File: src/hw/rtl/budgeted_round_robin_drain_core_assert.svh
// Assertion macros for the budgeted round-robin drain core.
`ifndef BUDGETED_ROUND_ROBIN_DRAIN_CORE_ASSERT_SVH
`define BUDGETED_ROUND_ROBIN_DRAIN_CORE_ASSERT_SVH

`ifndef SYNTHESIS
`define BRRD_ASSERT(label, prop, msg) \
    label: assert property (@(posedge clk) disable iff (!rst_n) prop) else $error(msg);
`define BRRD_ASSERT_NEXT(label, cond, prop, msg) \
    label: assert property (@(posedge clk) disable iff (!rst_n) (cond) |=> (prop)) \
        else $error(msg);
`else
`define BRRD_ASSERT(label, prop, msg)
`define BRRD_ASSERT_NEXT(label, cond, prop, msg)
`endif

`endif

File: src/hw/rtl/brrd_pkg.sv
// Package with types and constants of the budgeted round-robin drain core.
`timescale 1ns / 1ps

package brrd_pkg;

    localparam int MAX_QUEUES_DEFAULT = 8;
    localparam int QIDX_W = 3;
    localparam int CNT_W = 8;
    localparam int NQ_W = 4;
    localparam int CFG_IDX_W = 2;
    localparam int CFG_DATA_W = 8;

    localparam logic [NQ_W-1:0] QUEUES_IN_USE_RST = 4'd8;
    localparam logic [CNT_W-1:0] ROUND_BUDGET_RST = 8'd64;
    localparam logic [CNT_W-1:0] PER_QUEUE_CAP_RST = 8'd16;

    typedef enum logic [CFG_IDX_W-1:0] {
        REG_QUEUES_IN_USE = 2'd0,
        REG_ROUND_BUDGET  = 2'd1,
        REG_PER_QUEUE_CAP = 2'd2
    } cfg_reg_t;

    typedef enum logic [1:0] {
        ST_IDLE,
        ST_NORM,
        ST_VISIT
    } state_t;

    function automatic logic [CNT_W-1:0] min_cnt(input logic [CNT_W-1:0] a,
                                                 input logic [CNT_W-1:0] b);
        return (a < b) ? a : b;
    endfunction

endpackage

File: src/hw/rtl/brrd_if.sv
// Handshake channel interfaces of the budgeted round-robin drain core.
`timescale 1ns / 1ps

interface brrd_round_if;
    logic                          valid;
    logic                          ready;
    logic [brrd_pkg::CNT_W-1:0]    pending_q0;
    logic [brrd_pkg::CNT_W-1:0]    pending_q1;
    logic [brrd_pkg::CNT_W-1:0]    pending_q2;
    logic [brrd_pkg::CNT_W-1:0]    pending_q3;
    logic [brrd_pkg::CNT_W-1:0]    pending_q4;
    logic [brrd_pkg::CNT_W-1:0]    pending_q5;
    logic [brrd_pkg::CNT_W-1:0]    pending_q6;
    logic [brrd_pkg::CNT_W-1:0]    pending_q7;

    modport source (
        output valid, pending_q0, pending_q1, pending_q2, pending_q3,
               pending_q4, pending_q5, pending_q6, pending_q7,
        input  ready
    );
    modport sink (
        input  valid, pending_q0, pending_q1, pending_q2, pending_q3,
               pending_q4, pending_q5, pending_q6, pending_q7,
        output ready
    );
endinterface

interface brrd_grant_if;
    logic                          valid;
    logic                          ready;
    logic [brrd_pkg::QIDX_W-1:0]   queue_index;
    logic [brrd_pkg::CNT_W-1:0]    pop_count;
    logic                          last_grant;

    modport source (
        output valid, queue_index, pop_count, last_grant,
        input  ready
    );
    modport sink (
        input  valid, queue_index, pop_count, last_grant,
        output ready
    );
endinterface

interface brrd_cfg_if;
    logic                              valid;
    logic                              ready;
    logic [brrd_pkg::CFG_IDX_W-1:0]    index;
    logic [brrd_pkg::CFG_DATA_W-1:0]   data;

    modport source (
        output valid, index, data,
        input  ready
    );
    modport sink (
        input  valid, index, data,
        output ready
    );
endinterface

File: src/hw/rtl/budgeted_round_robin_drain_core.sv
// Top level of the budgeted round-robin drain core.
// A round is accepted in ST_IDLE; ST_NORM wraps the start queue into range by
// subtracting the queues in use, then ST_VISIT grants the visited queues one at a
// time while the output register is free. A new round is accepted only in ST_IDLE, as
// the grant sequencer handles one queue at a time through a single min/subtract unit.
// Asynchronous active-low reset restores the register defaults and start queue zero.
`timescale 1ns / 1ps

module budgeted_round_robin_drain_core #(
    parameter int MAX_QUEUES = brrd_pkg::MAX_QUEUES_DEFAULT
) (
    input  logic                  clk,
    input  logic                  rst_n,
    brrd_round_if.sink            in_round,
    brrd_grant_if.source          out_grant,
    brrd_cfg_if.sink              cfg
);

    `include "budgeted_round_robin_drain_core_assert.svh"

    localparam int QW = brrd_pkg::QIDX_W;
    localparam int CW = brrd_pkg::CNT_W;
    localparam int NW = brrd_pkg::NQ_W;

    brrd_pkg::state_t state_reg, state_next;

    logic [NW-1:0] queues_in_use_reg;
    logic [CW-1:0] round_budget_reg;
    logic [CW-1:0] per_queue_cap_reg;

    logic [QW-1:0] start_queue_reg, start_queue_next;
    logic [QW-1:0] q_reg, q_next;
    logic [NW-1:0] n_reg, n_next;
    logic [CW-1:0] used_reg, used_next;
    logic [NW-1:0] cnt_reg, cnt_next;

    logic          out_valid_reg, out_valid_next;
    logic [QW-1:0] out_qidx_reg, out_qidx_next;
    logic [CW-1:0] out_pop_reg, out_pop_next;
    logic          out_last_reg, out_last_next;

    logic [CW-1:0] pend_reg [MAX_QUEUES];
    logic [CW-1:0] pend_in [8];

    logic          accept;
    logic          load;
    logic [NW-1:0] n_clamp;
    logic [NW-1:0] q_inc;
    logic [CW-1:0] pend_cur;
    logic [CW-1:0] remain;
    logic [CW-1:0] grant;
    logic          is_last;

    assign pend_in[0] = in_round.pending_q0;
    assign pend_in[1] = in_round.pending_q1;
    assign pend_in[2] = in_round.pending_q2;
    assign pend_in[3] = in_round.pending_q3;
    assign pend_in[4] = in_round.pending_q4;
    assign pend_in[5] = in_round.pending_q5;
    assign pend_in[6] = in_round.pending_q6;
    assign pend_in[7] = in_round.pending_q7;

    assign in_round.ready = (state_reg == brrd_pkg::ST_IDLE);
    assign accept = in_round.valid && in_round.ready;
    assign cfg.ready = 1'b1;

    assign out_grant.valid = out_valid_reg;
    assign out_grant.queue_index = out_qidx_reg;
    assign out_grant.pop_count = out_pop_reg;
    assign out_grant.last_grant = out_last_reg;

    always_comb
    begin
        if (queues_in_use_reg == '0)
        begin
            n_clamp = NW'(1);
        end
        else if (queues_in_use_reg > NW'(MAX_QUEUES))
        begin
            n_clamp = NW'(MAX_QUEUES);
        end
        else
        begin
            n_clamp = queues_in_use_reg;
        end
    end

    always_comb
    begin
        pend_cur = '0;
        for (int i = 0; i < MAX_QUEUES; i++)
        begin
            if (q_reg == QW'(i))
            begin
                pend_cur = pend_reg[i];
            end
        end
    end

    // The shared unit: budget left, then the smallest of pending, cap and budget left.
    assign q_inc = {1'b0, q_reg} + NW'(1);
    assign remain = round_budget_reg - used_reg;
    assign grant = brrd_pkg::min_cnt(pend_cur, brrd_pkg::min_cnt(per_queue_cap_reg, remain));
    assign is_last = ((cnt_reg + NW'(1)) == n_reg) ||
                     (({1'b0, used_reg} + {1'b0, grant}) >= {1'b0, round_budget_reg});

    always_comb
    begin
        state_next = state_reg;
        start_queue_next = start_queue_reg;
        q_next = q_reg;
        n_next = n_reg;
        used_next = used_reg;
        cnt_next = cnt_reg;
        out_valid_next = out_valid_reg && !out_grant.ready;
        out_qidx_next = out_qidx_reg;
        out_pop_next = out_pop_reg;
        out_last_next = out_last_reg;
        load = 1'b0;

        case (state_reg)
            brrd_pkg::ST_IDLE:
            begin
                if (in_round.valid)
                begin
                    state_next = brrd_pkg::ST_NORM;
                    q_next = start_queue_reg;
                    n_next = n_clamp;
                    used_next = '0;
                    cnt_next = '0;
                end
            end
            brrd_pkg::ST_NORM:
            begin
                if ({1'b0, q_reg} >= n_reg)
                begin
                    q_next = QW'({1'b0, q_reg} - n_reg);
                end
                else
                begin
                    start_queue_next = (q_inc == n_reg) ? '0 : q_inc[QW-1:0];
                    if (round_budget_reg == '0)
                    begin
                        state_next = brrd_pkg::ST_IDLE;
                    end
                    else
                    begin
                        state_next = brrd_pkg::ST_VISIT;
                    end
                end
            end
            brrd_pkg::ST_VISIT:
            begin
                if (!out_valid_reg || out_grant.ready)
                begin
                    load = 1'b1;
                    out_valid_next = 1'b1;
                    out_qidx_next = q_reg;
                    out_pop_next = grant;
                    out_last_next = is_last;
                    used_next = used_reg + grant;
                    cnt_next = cnt_reg + NW'(1);
                    q_next = (q_inc == n_reg) ? '0 : q_inc[QW-1:0];
                    if (is_last)
                    begin
                        state_next = brrd_pkg::ST_IDLE;
                    end
                end
            end
            default:
            begin
                state_next = brrd_pkg::ST_IDLE;
            end
        endcase
    end

    always_ff @(posedge clk or negedge rst_n)
    begin
        if (!rst_n)
        begin
            state_reg <= brrd_pkg::ST_IDLE;
            start_queue_reg <= '0;
            q_reg <= '0;
            n_reg <= '0;
            used_reg <= '0;
            cnt_reg <= '0;
            out_valid_reg <= 1'b0;
        end
        else
        begin
            state_reg <= state_next;
            start_queue_reg <= start_queue_next;
            q_reg <= q_next;
            n_reg <= n_next;
            used_reg <= used_next;
            cnt_reg <= cnt_next;
            out_valid_reg <= out_valid_next;
        end
    end

    always_ff @(posedge clk)
    begin
        out_qidx_reg <= out_qidx_next;
        out_pop_reg <= out_pop_next;
        out_last_reg <= out_last_next;
        if (accept)
        begin
            for (int i = 0; i < MAX_QUEUES; i++)
            begin
                pend_reg[i] <= pend_in[i];
            end
        end
    end

    always_ff @(posedge clk or negedge rst_n)
    begin
        if (!rst_n)
        begin
            queues_in_use_reg <= brrd_pkg::QUEUES_IN_USE_RST;
            round_budget_reg <= brrd_pkg::ROUND_BUDGET_RST;
            per_queue_cap_reg <= brrd_pkg::PER_QUEUE_CAP_RST;
        end
        else if (cfg.valid && cfg.ready)
        begin
            case (brrd_pkg::cfg_reg_t'(cfg.index))
                brrd_pkg::REG_QUEUES_IN_USE:
                begin
                    queues_in_use_reg <= cfg.data[NW-1:0];
                end
                brrd_pkg::REG_ROUND_BUDGET:
                begin
                    round_budget_reg <= cfg.data;
                end
                brrd_pkg::REG_PER_QUEUE_CAP:
                begin
                    per_queue_cap_reg <= cfg.data;
                end
                default:
                begin
                end
            endcase
        end
    end

    `BRRD_ASSERT(a_visits_bounded, (state_reg == brrd_pkg::ST_IDLE) || (cnt_reg < n_reg), "visit count reached the queues in use")
    `BRRD_ASSERT_NEXT(a_stall_holds, (state_reg == brrd_pkg::ST_VISIT) && out_valid_reg && !out_grant.ready, $stable(q_reg) && $stable(used_reg) && out_valid_reg, "round advanced while the output was stalled")
    `BRRD_ASSERT_NEXT(a_last_ends_round, load && out_last_next, (state_reg == brrd_pkg::ST_IDLE) && out_grant.last_grant, "last grant did not close the round")

endmodule

File: src/flat_wrapper.sv
// flat-port wrapper written by rule: the top's interface ports become plain ports
module budgeted_round_robin_drain_core_flat 
#(
    parameter int MAX_QUEUES = brrd_pkg::MAX_QUEUES_DEFAULT
)
  (clk, rst_n, in_round_valid, in_round_pending_q0, in_round_pending_q1, in_round_pending_q2, in_round_pending_q3, in_round_pending_q4, in_round_pending_q5, in_round_pending_q6, in_round_pending_q7, in_round_ready, out_grant_valid, out_grant_queue_index, out_grant_pop_count, out_grant_last_grant, out_grant_ready, cfg_valid, cfg_index, cfg_data, cfg_ready);
  brrd_round_if in_round_i ();
  brrd_grant_if out_grant_i ();
  brrd_cfg_if cfg_i ();
  input  logic clk;
  input  logic rst_n;
  input wire logic [$bits(in_round_i.valid)-1:0] in_round_valid;
  input wire logic [$bits(in_round_i.pending_q0)-1:0] in_round_pending_q0;
  input wire logic [$bits(in_round_i.pending_q1)-1:0] in_round_pending_q1;
  input wire logic [$bits(in_round_i.pending_q2)-1:0] in_round_pending_q2;
  input wire logic [$bits(in_round_i.pending_q3)-1:0] in_round_pending_q3;
  input wire logic [$bits(in_round_i.pending_q4)-1:0] in_round_pending_q4;
  input wire logic [$bits(in_round_i.pending_q5)-1:0] in_round_pending_q5;
  input wire logic [$bits(in_round_i.pending_q6)-1:0] in_round_pending_q6;
  input wire logic [$bits(in_round_i.pending_q7)-1:0] in_round_pending_q7;
  output wire logic [$bits(in_round_i.ready)-1:0] in_round_ready;
  output wire logic [$bits(out_grant_i.valid)-1:0] out_grant_valid;
  output wire logic [$bits(out_grant_i.queue_index)-1:0] out_grant_queue_index;
  output wire logic [$bits(out_grant_i.pop_count)-1:0] out_grant_pop_count;
  output wire logic [$bits(out_grant_i.last_grant)-1:0] out_grant_last_grant;
  input wire logic [$bits(out_grant_i.ready)-1:0] out_grant_ready;
  input wire logic [$bits(cfg_i.valid)-1:0] cfg_valid;
  input wire logic [$bits(cfg_i.index)-1:0] cfg_index;
  input wire logic [$bits(cfg_i.data)-1:0] cfg_data;
  output wire logic [$bits(cfg_i.ready)-1:0] cfg_ready;
  assign in_round_i.valid = in_round_valid;
  assign in_round_i.pending_q0 = in_round_pending_q0;
  assign in_round_i.pending_q1 = in_round_pending_q1;
  assign in_round_i.pending_q2 = in_round_pending_q2;
  assign in_round_i.pending_q3 = in_round_pending_q3;
  assign in_round_i.pending_q4 = in_round_pending_q4;
  assign in_round_i.pending_q5 = in_round_pending_q5;
  assign in_round_i.pending_q6 = in_round_pending_q6;
  assign in_round_i.pending_q7 = in_round_pending_q7;
  assign in_round_ready = in_round_i.ready;
  assign out_grant_valid = out_grant_i.valid;
  assign out_grant_queue_index = out_grant_i.queue_index;
  assign out_grant_pop_count = out_grant_i.pop_count;
  assign out_grant_last_grant = out_grant_i.last_grant;
  assign out_grant_i.ready = out_grant_ready;
  assign cfg_i.valid = cfg_valid;
  assign cfg_i.index = cfg_index;
  assign cfg_i.data = cfg_data;
  assign cfg_ready = cfg_i.ready;
  budgeted_round_robin_drain_core #(.MAX_QUEUES(MAX_QUEUES)) u_core (.clk(clk), .rst_n(rst_n), .in_round(in_round_i), .out_grant(out_grant_i), .cfg(cfg_i));
endmodule
File: config.mk
export PLATFORM = sky130hd
export DESIGN_NAME = budgeted_round_robin_drain_core_flat
export DESIGN_NICKNAME = d
export VERILOG_FILES = /design/src/hw/rtl/brrd_pkg.sv /design/src/hw/rtl/brrd_if.sv /design/src/hw/rtl/budgeted_round_robin_drain_core.sv /design/src/flat_wrapper.sv
export VERILOG_INCLUDE_DIRS = /design/src /design/src/hw/rtl
export SDC_FILE = /design/constraint.sdc
export NUM_CORES = 1
export LEC_CHECK = 0
export ABC_AREA = 0
export BUFFER_PORTS_ARGS = -buffer_cell sky130_fd_sc_hd__buf_2
export CAP_MARGIN = 10
export CORE_ASPECT_RATIO = 2
export CORE_MARGIN = 2
export CORE_UTILIZATION = 35
export DETAILED_ROUTE_END_ITERATION = 10
export REMOVE_ABC_BUFFERS = 1
export SETUP_SLACK_MARGIN = 0.05
export SYNTH_ARGS = -nofsm -noshare
export SYNTH_HDL_FRONTEND = slang
export SYNTH_SLANG_ARGS = --single-unit
File: constraint.sdc
create_clock -name clk -period 13.6 [get_ports clk]
set_clock_uncertainty 0.15 [all_clocks]
set_input_delay 4.08 -clock clk [delete_from_list [all_inputs] [get_ports clk]]
set_output_delay 4.08 -clock clk [all_outputs]
set_load 0.02 [all_outputs]
==> results.cfg, run 1 <==
[sta]
min_period_over_period_pct = 66.5
fin_ws_ns = 4.55
relSlewSlack_pct = 15.4
tns_ns = 0
worst_slew_pin_slew_ns = 1.26
slew_violations = 0
rsz0062_at_grt = false
period_needed_ns = 9.05
fmax_mhz = 111
final-setup-viol-count = 0
hold_viol = 0
fin_hold_ws_ns = 0.328

[synth]
yosysTopAreaCellShare_pct = 35.7
ys_top_cells_by_area = edfxtp_1 (36%), dfrtp_1 (16%), ha_1 (9.6%), mux2_2 (4.6%), inv_1 (3.0%)
yosysMostFrequentCell = edfxtp_1
synth_seq_cells = 121
async_reset_ff_share_pct = 37.2
synth.distinct_cells = 62
syn_inst = 541
syn-mean-instance-area_um2 = 11.8
synth_edf_count = 76
netlist_area_um2 = 6390
synth_warnings = 0
yosys-top-cells-count = edfxtp_1 (76), inv_1 (51), ha_1 (49)
synthFlopType = edfxtp_1
synth_top_cell_by_area = edfxtp_1
synth.yosys.seq_area_share_pct = 53.4

[global_route]
grt_use_total_pct = 17.2
grt-ovfl-total = 0
antenna_found_initial = 0
grt_start_max_net_pins = 69
grt_pass1_vias = 4872
grt_pass1_wl_um = 25200

[clock_tree]
cts_buffer_depth = 2
postCtsSetupBuffers = 0
cts.repair.resized = 0
ctsHtreeMaxLevel = 4
root_buffer = clkbuf_16
cts_buffers = 17
clkTransAtPathRegs_ns = 0.06
cts_tree = built
clkSinkCount = 121
insertion_delay_ns = 0.42
postCtsHoldBufs = 0

[setup_path]
worstSetupPathType = reg -> reg
crit_slowest_cell = a31oi_1
critical-path-max-stage-delay_ns = 0.50
critPathCaptureType = flip-flop
arrival_ns = 9.19
crit_path_frequent_cell = a21oi_1
path_max_fanout = 9
cp.required_ns = 13.74
startpoint_type = flip-flop

[detailed_routing]
wl_per_cell_um = 18.3
route.antenna.remaining_nets = 0
viasPerCell = 5.20
vias = 4500
wl_um = 15800
first_pass_iters = 4
drtIter0Drc = 154
route.detailed.drc = 0

[floorplanning]
start_util_pct = 35.7
core_area_um2 = 17900
die_y_um = 195
row_count = 69
die_area_um2 = 19400
die_w_um = 99.5
io_pins = 94

[run_status]
status = finished, final reports clean

[run]
drv_cap = 0

[placed_design]
dp.cells = 834
place_congestion = 0.931
hpwl_um = 12400
numPortBuffers = 92
post-place-ws_ns = 4.58

[cells_and_area]
multiInputGateArea_um2 = 2710
antennaDiodeCount = 0
final_nets = 771
fillers = 1648
area_growth_pct = 19.8
regArea_um2 = 3410
stdcell_count = 866
largest_register_ffs = 64
drive_gt1_share_pct = 24.7

[min_path]
min_path_type = reg -> reg
worst max-delay path, delay by kind of cell, from the launching register on:
kind / cells / cell delay, ns
fa+ha+maj: 7 / 1.93
compound gates: 22 / 4.45
mux: 3 / 1.05
xor+xnor: 2 / 0.37
buf+inv: 2 / 0.14
flops: 1 / 0.41
simple gates: 3 / 0.44
final cells by class:
cell class / instances / area share [%]
multi-input cells: 353 / 35.4
inverters: 52 / 2.55
well taps: 213 / 3.48
clock inverters: 12 / 1.96
flip-flops and latches: 121 / 44.6
clock buffers: 20 / 5.71
repair buffers: 95 / 6.31
cells in the final DEF (no fill, tap or decap), types with 3 or more instances in the layout:
master | netlist | final
nand3b_1 | 6 | 6
clkbuf_16 | 0 | 17
nand4_1 | 3 | 3
buf_2 | 0 | 92
dfstp_2 | 3 | 3
xnor2_1 | 14 | 14
bufinv_16 | 0 | 3
o31ai_1 | 5 | 5
o221ai_1 | 3 | 3
o21bai_1 | 4 | 4
nor2_1 | 27 | 27
fa_1 | 3 | 3
a211oi_1 | 8 | 8
a21o_1 | 4 | 4
mux2i_1 | 9 | 9
a22oi_1 | 15 | 15
dfrtp_1 | 42 | 42
o21ai_1 | 4 | 4
edfxtp_1 | 76 | 76
nand2_1 | 32 | 32
xor2_1 | 8 | 8
nor2b_1 | 7 | 7
nand2b_1 | 8 | 8
buf_4 | 2 | 3
o21a_1 | 3 | 3
mux2_2 | 26 | 26
clkbuf_1 | 12 | 3
a21oi_1 | 35 | 35
o22a_1 | 6 | 6
clkinv_2 | 0 | 3
o21ai_0 | 32 | 32
inv_1 | 51 | 50
ha_1 | 49 | 49
a22o_1 | 7 | 7
worst paths after layout:
path                                            startpoint                        end  slack [ns]  depth (start not counted)
worst max-delay path            u_core.round_budget_reg[0]        u_core.state_reg[0]        4.55                         39
worst min-delay path             u_core.start_queue_reg[0]  u_core.start_queue_reg[0]        0.33                          2
worst max register to register  u_core.round_budget_reg[0]        u_core.state_reg[0]        4.55                         39
worst min register to register   u_core.start_queue_reg[0]  u_core.start_queue_reg[0]        0.33                          2
max in group asynchronous                            rst_n          u_core.cnt_reg[2]        8.97                          1
min in group asynchronous                            rst_n            u_core.n_reg[3]        3.69                          1
per-stage QoR:
stage               instance area, um2  utilization [%]
floorplan                         6320                -
global placement                  7070             39.5
detailed placement                7070             39.5
CTS                               7650             42.8
global route                      7650             42.8
finish                            7650             42.8
routing by layer:
layer  routed length [um]  GRT usage, %  up-vias
li1                     -             -     2181
met3                  515          3.22       51
met2                 8990          32.6      135
met5                    0             0        -
met1                 5210          15.9     2133
met4                 1090          12.2        0
logic make-up after synthesis:
kind of cell	count (synthesis)	share of synthesized area [%]
adders and majority gates	53	10.7
xor gates and xnor gates	22	3.02
buffers and inverters	67	4.17
and+or+nand+nor	96	7.29
other	1	0.0587
AOI/OAI and AO/OA	144	14.9
muxes	37	6.41
DFF	121	53.4
Power of run 1 is not shown: default switching activity piles up to over one toggle a cycle in this logic, so the estimate is an artifact.
==> run 2, diff against run 1 <==
Settings changed: ABC_AREA 0 to 1.
Clock period 13.6 ns to 7.9 ns, I/O delays scaled along.
==> run 2 against run 1 <==
Effect of this change: via count up 7.6%; flip-flop and latch count did not move; cell count increased by 16%.
==> results.cfg, run 2 <==
[clock_tree]
ctsHtreeMaxLevel = 4
clkTransAtPathRegs_ns = 0.06
root_buffer = clkbuf_16
insertion_delay_ns = 0.42
cts.repair.resized = 0
cts_buffer_depth = 2
postCtsSetupBuffers = 0
postCtsHoldBufs = 0
clkSinkCount = 121
cts_tree = built
cts_buffers = 17

[floorplanning]
io_pins = 94
start_util_pct = 35.5
die_w_um = 100
row_count = 70
core_area_um2 = 18200
die_y_um = 196
die_area_um2 = 19600

[synth]
netlist_area_um2 = 6460
synthFlopType = edfxtp_1
yosys-top-cells-count = nand2_1 (141), inv_1 (101), edfxtp_1 (76)
yosysTopAreaCellShare_pct = 35.3
yosysMostFrequentCell = nand2_1
synth_seq_cells = 121
syn-mean-instance-area_um2 = 9.60
synth.yosys.seq_area_share_pct = 52.8
synth_warnings = 0
synth.distinct_cells = 40
syn_inst = 673
synth_edf_count = 76
synth_top_cell_by_area = edfxtp_1
async_reset_ff_share_pct = 37.2
ys_top_cells_by_area = edfxtp_1 (35%), dfrtp_1 (16%), ha_1 (9.5%), nand2_1 (8.2%), inv_1 (5.9%)

[detailed_routing]
drtIter0Drc = 174
viasPerCell = 4.83
first_pass_iters = 4
route.antenna.remaining_nets = 0
route.detailed.drc = 0
wl_um = 15600
wl_per_cell_um = 15.6
vias = 4841

[placed_design]
dp.cells = 971
dpl_cell_area_um2 = 7150
hpwl_um = 12300
numPortBuffers = 92
post-place-ws_ns = 0.857
place_congestion = 0.916

[run_status]
status = finished, final reports clean

[global_route]
grt_use_total_pct = 16.5
antenna_found_initial = 0
grt-ovfl-total = 0
grt_start_max_net_pins = 67
grt_pass1_wl_um = 24300
grt_pass1_vias = 4991

[setup_path]
crit_slowest_cell = a211oi_2
startpoint_type = flip-flop
critPathCaptureType = flip-flop
path_max_fanout = 11
critical-path-max-stage-delay_ns = 0.57
arrival_ns = 7.22
cp.required_ns = 8.04
worstSetupPathType = reg -> reg

[cells_and_area]
largest_register_ffs = 64
final_area_um2 = 7760
antennaDiodeCount = 0
drive_gt1_share_pct = 18.6
stdcell_count = 1003
area_growth_pct = 20.2
fillers = 1783
final_cell_mix = nand2_1 (141), inv_1 (100), buf_2 (92)
final_common_cell = nand2_1
final_nets = 905

[sta]
rsz0062_at_grt = false
relSlewSlack_pct = 27.9
hold_viol = 0
final-setup-viol-count = 0
fin_ws_ns = 0.817
slew_violations = 0
tns_ns = 0
fmax_mhz = 141
min_period_over_period_pct = 89.7
period_needed_ns = 7.08
worst_slew_pin_slew_ns = 1.08

[min_path]
min_path_type = reg -> reg

[run]
drv_cap = 0
## run 2: changes by cell type after synthesis, sizes merged, moves of 8 or more
| cell | before | now |
|---|---|---|
| o211ai | 2 | 16 |
| xnor2 | 14 | 5 |
| nand2b | 8 | 0 |
| nand2 | 32 | 147 |
| inv | 52 | 104 |
| mux2i | 9 | 1 |
| nand3 | 2 | 55 |
| o22ai | 0 | 11 |
| mux2 | 28 | 0 |
| o21ai | 36 | 56 |
| a22oi | 15 | 1 |
| a21oi | 36 | 23 |
## run 2: critical path: cells and delay by family (launching register included)
family | cells | cell delay, ns
fa+ha+maj | 7 | 1.97
buf+inv | 5 | 0.36
xor+xnor | 2 | 0.47
simple gates | 10 | 1.04
flops | 1 | 0.40
compound gates | 10 | 2.52
## run 2: worst paths after layout
kind / slack (ns) / cells after the start / startpoint / end
max in group asynchronous: 4.93 / 1 / rst_n / u_core.used_reg[6]
min in group asynchronous: 1.99 / 1 / rst_n / u_core.out_grant.valid
setup reg to reg: 0.82 / 34 / u_core.round_budget_reg[0] / u_core.state_reg[0]
hold reg to reg: 0.34 / 2 / u_core.queues_in_use_reg[1] / u_core.queues_in_use_reg[1]
hold / removal: 0.34 / 2 / u_core.queues_in_use_reg[1] / u_core.queues_in_use_reg[1]
setup / recovery: 0.82 / 34 / u_core.round_budget_reg[0] / u_core.state_reg[0]
## run 2: final cells by class
type / count / area [um2] / area share, %
clock buffers: 17 / 425 / 5.48
inverters: 105 / 394 / 5.08
well taps: 216 / 270 / 3.48
flip-flops and latches: 121 / 3410 / 43.9
repair buffers: 94 / 475 / 6.12
clock inverters: 15 / 190 / 2.45
multi-input cells: 435 / 2600 / 33.5
## run 2: logic make-up (layout without fill, tap and decap cells)
logic type	after synthesis	in the layout	synth area share [%]
compound gates	123	123	11.0
xor+xnor	17	17	2.31
fa+ha+maj	52	52	10.4
buf+inv	117	231	6.95
flops	121	121	52.8
mux	1	1	0.155
other cells	1	1	0.0581
simple gates	241	241	16.2
## run 2: stage by stage
stage	hold slack (ns)	utilization, %
after floorplan	0.302	-
after global placement	0.316	39.2
after detailed placement	0.326	39.2
after CTS	0.339	42.6
after global routing	0.367	42.6
final	0.341	42.6
## run 2: per-layer routing
layer / GRT usage, % / vias to the layer above / share of wire (%)
li1: - / 2479 / -
met1: 14.9 / 2232 / 34
met2: 32.5 / 107 / 58
met3: 3.49 / 23 / 3.7
met4: 9.28 / 0 / 4.0
met5: 0 / - / 0
Power of run 2 is left out for the same reason.
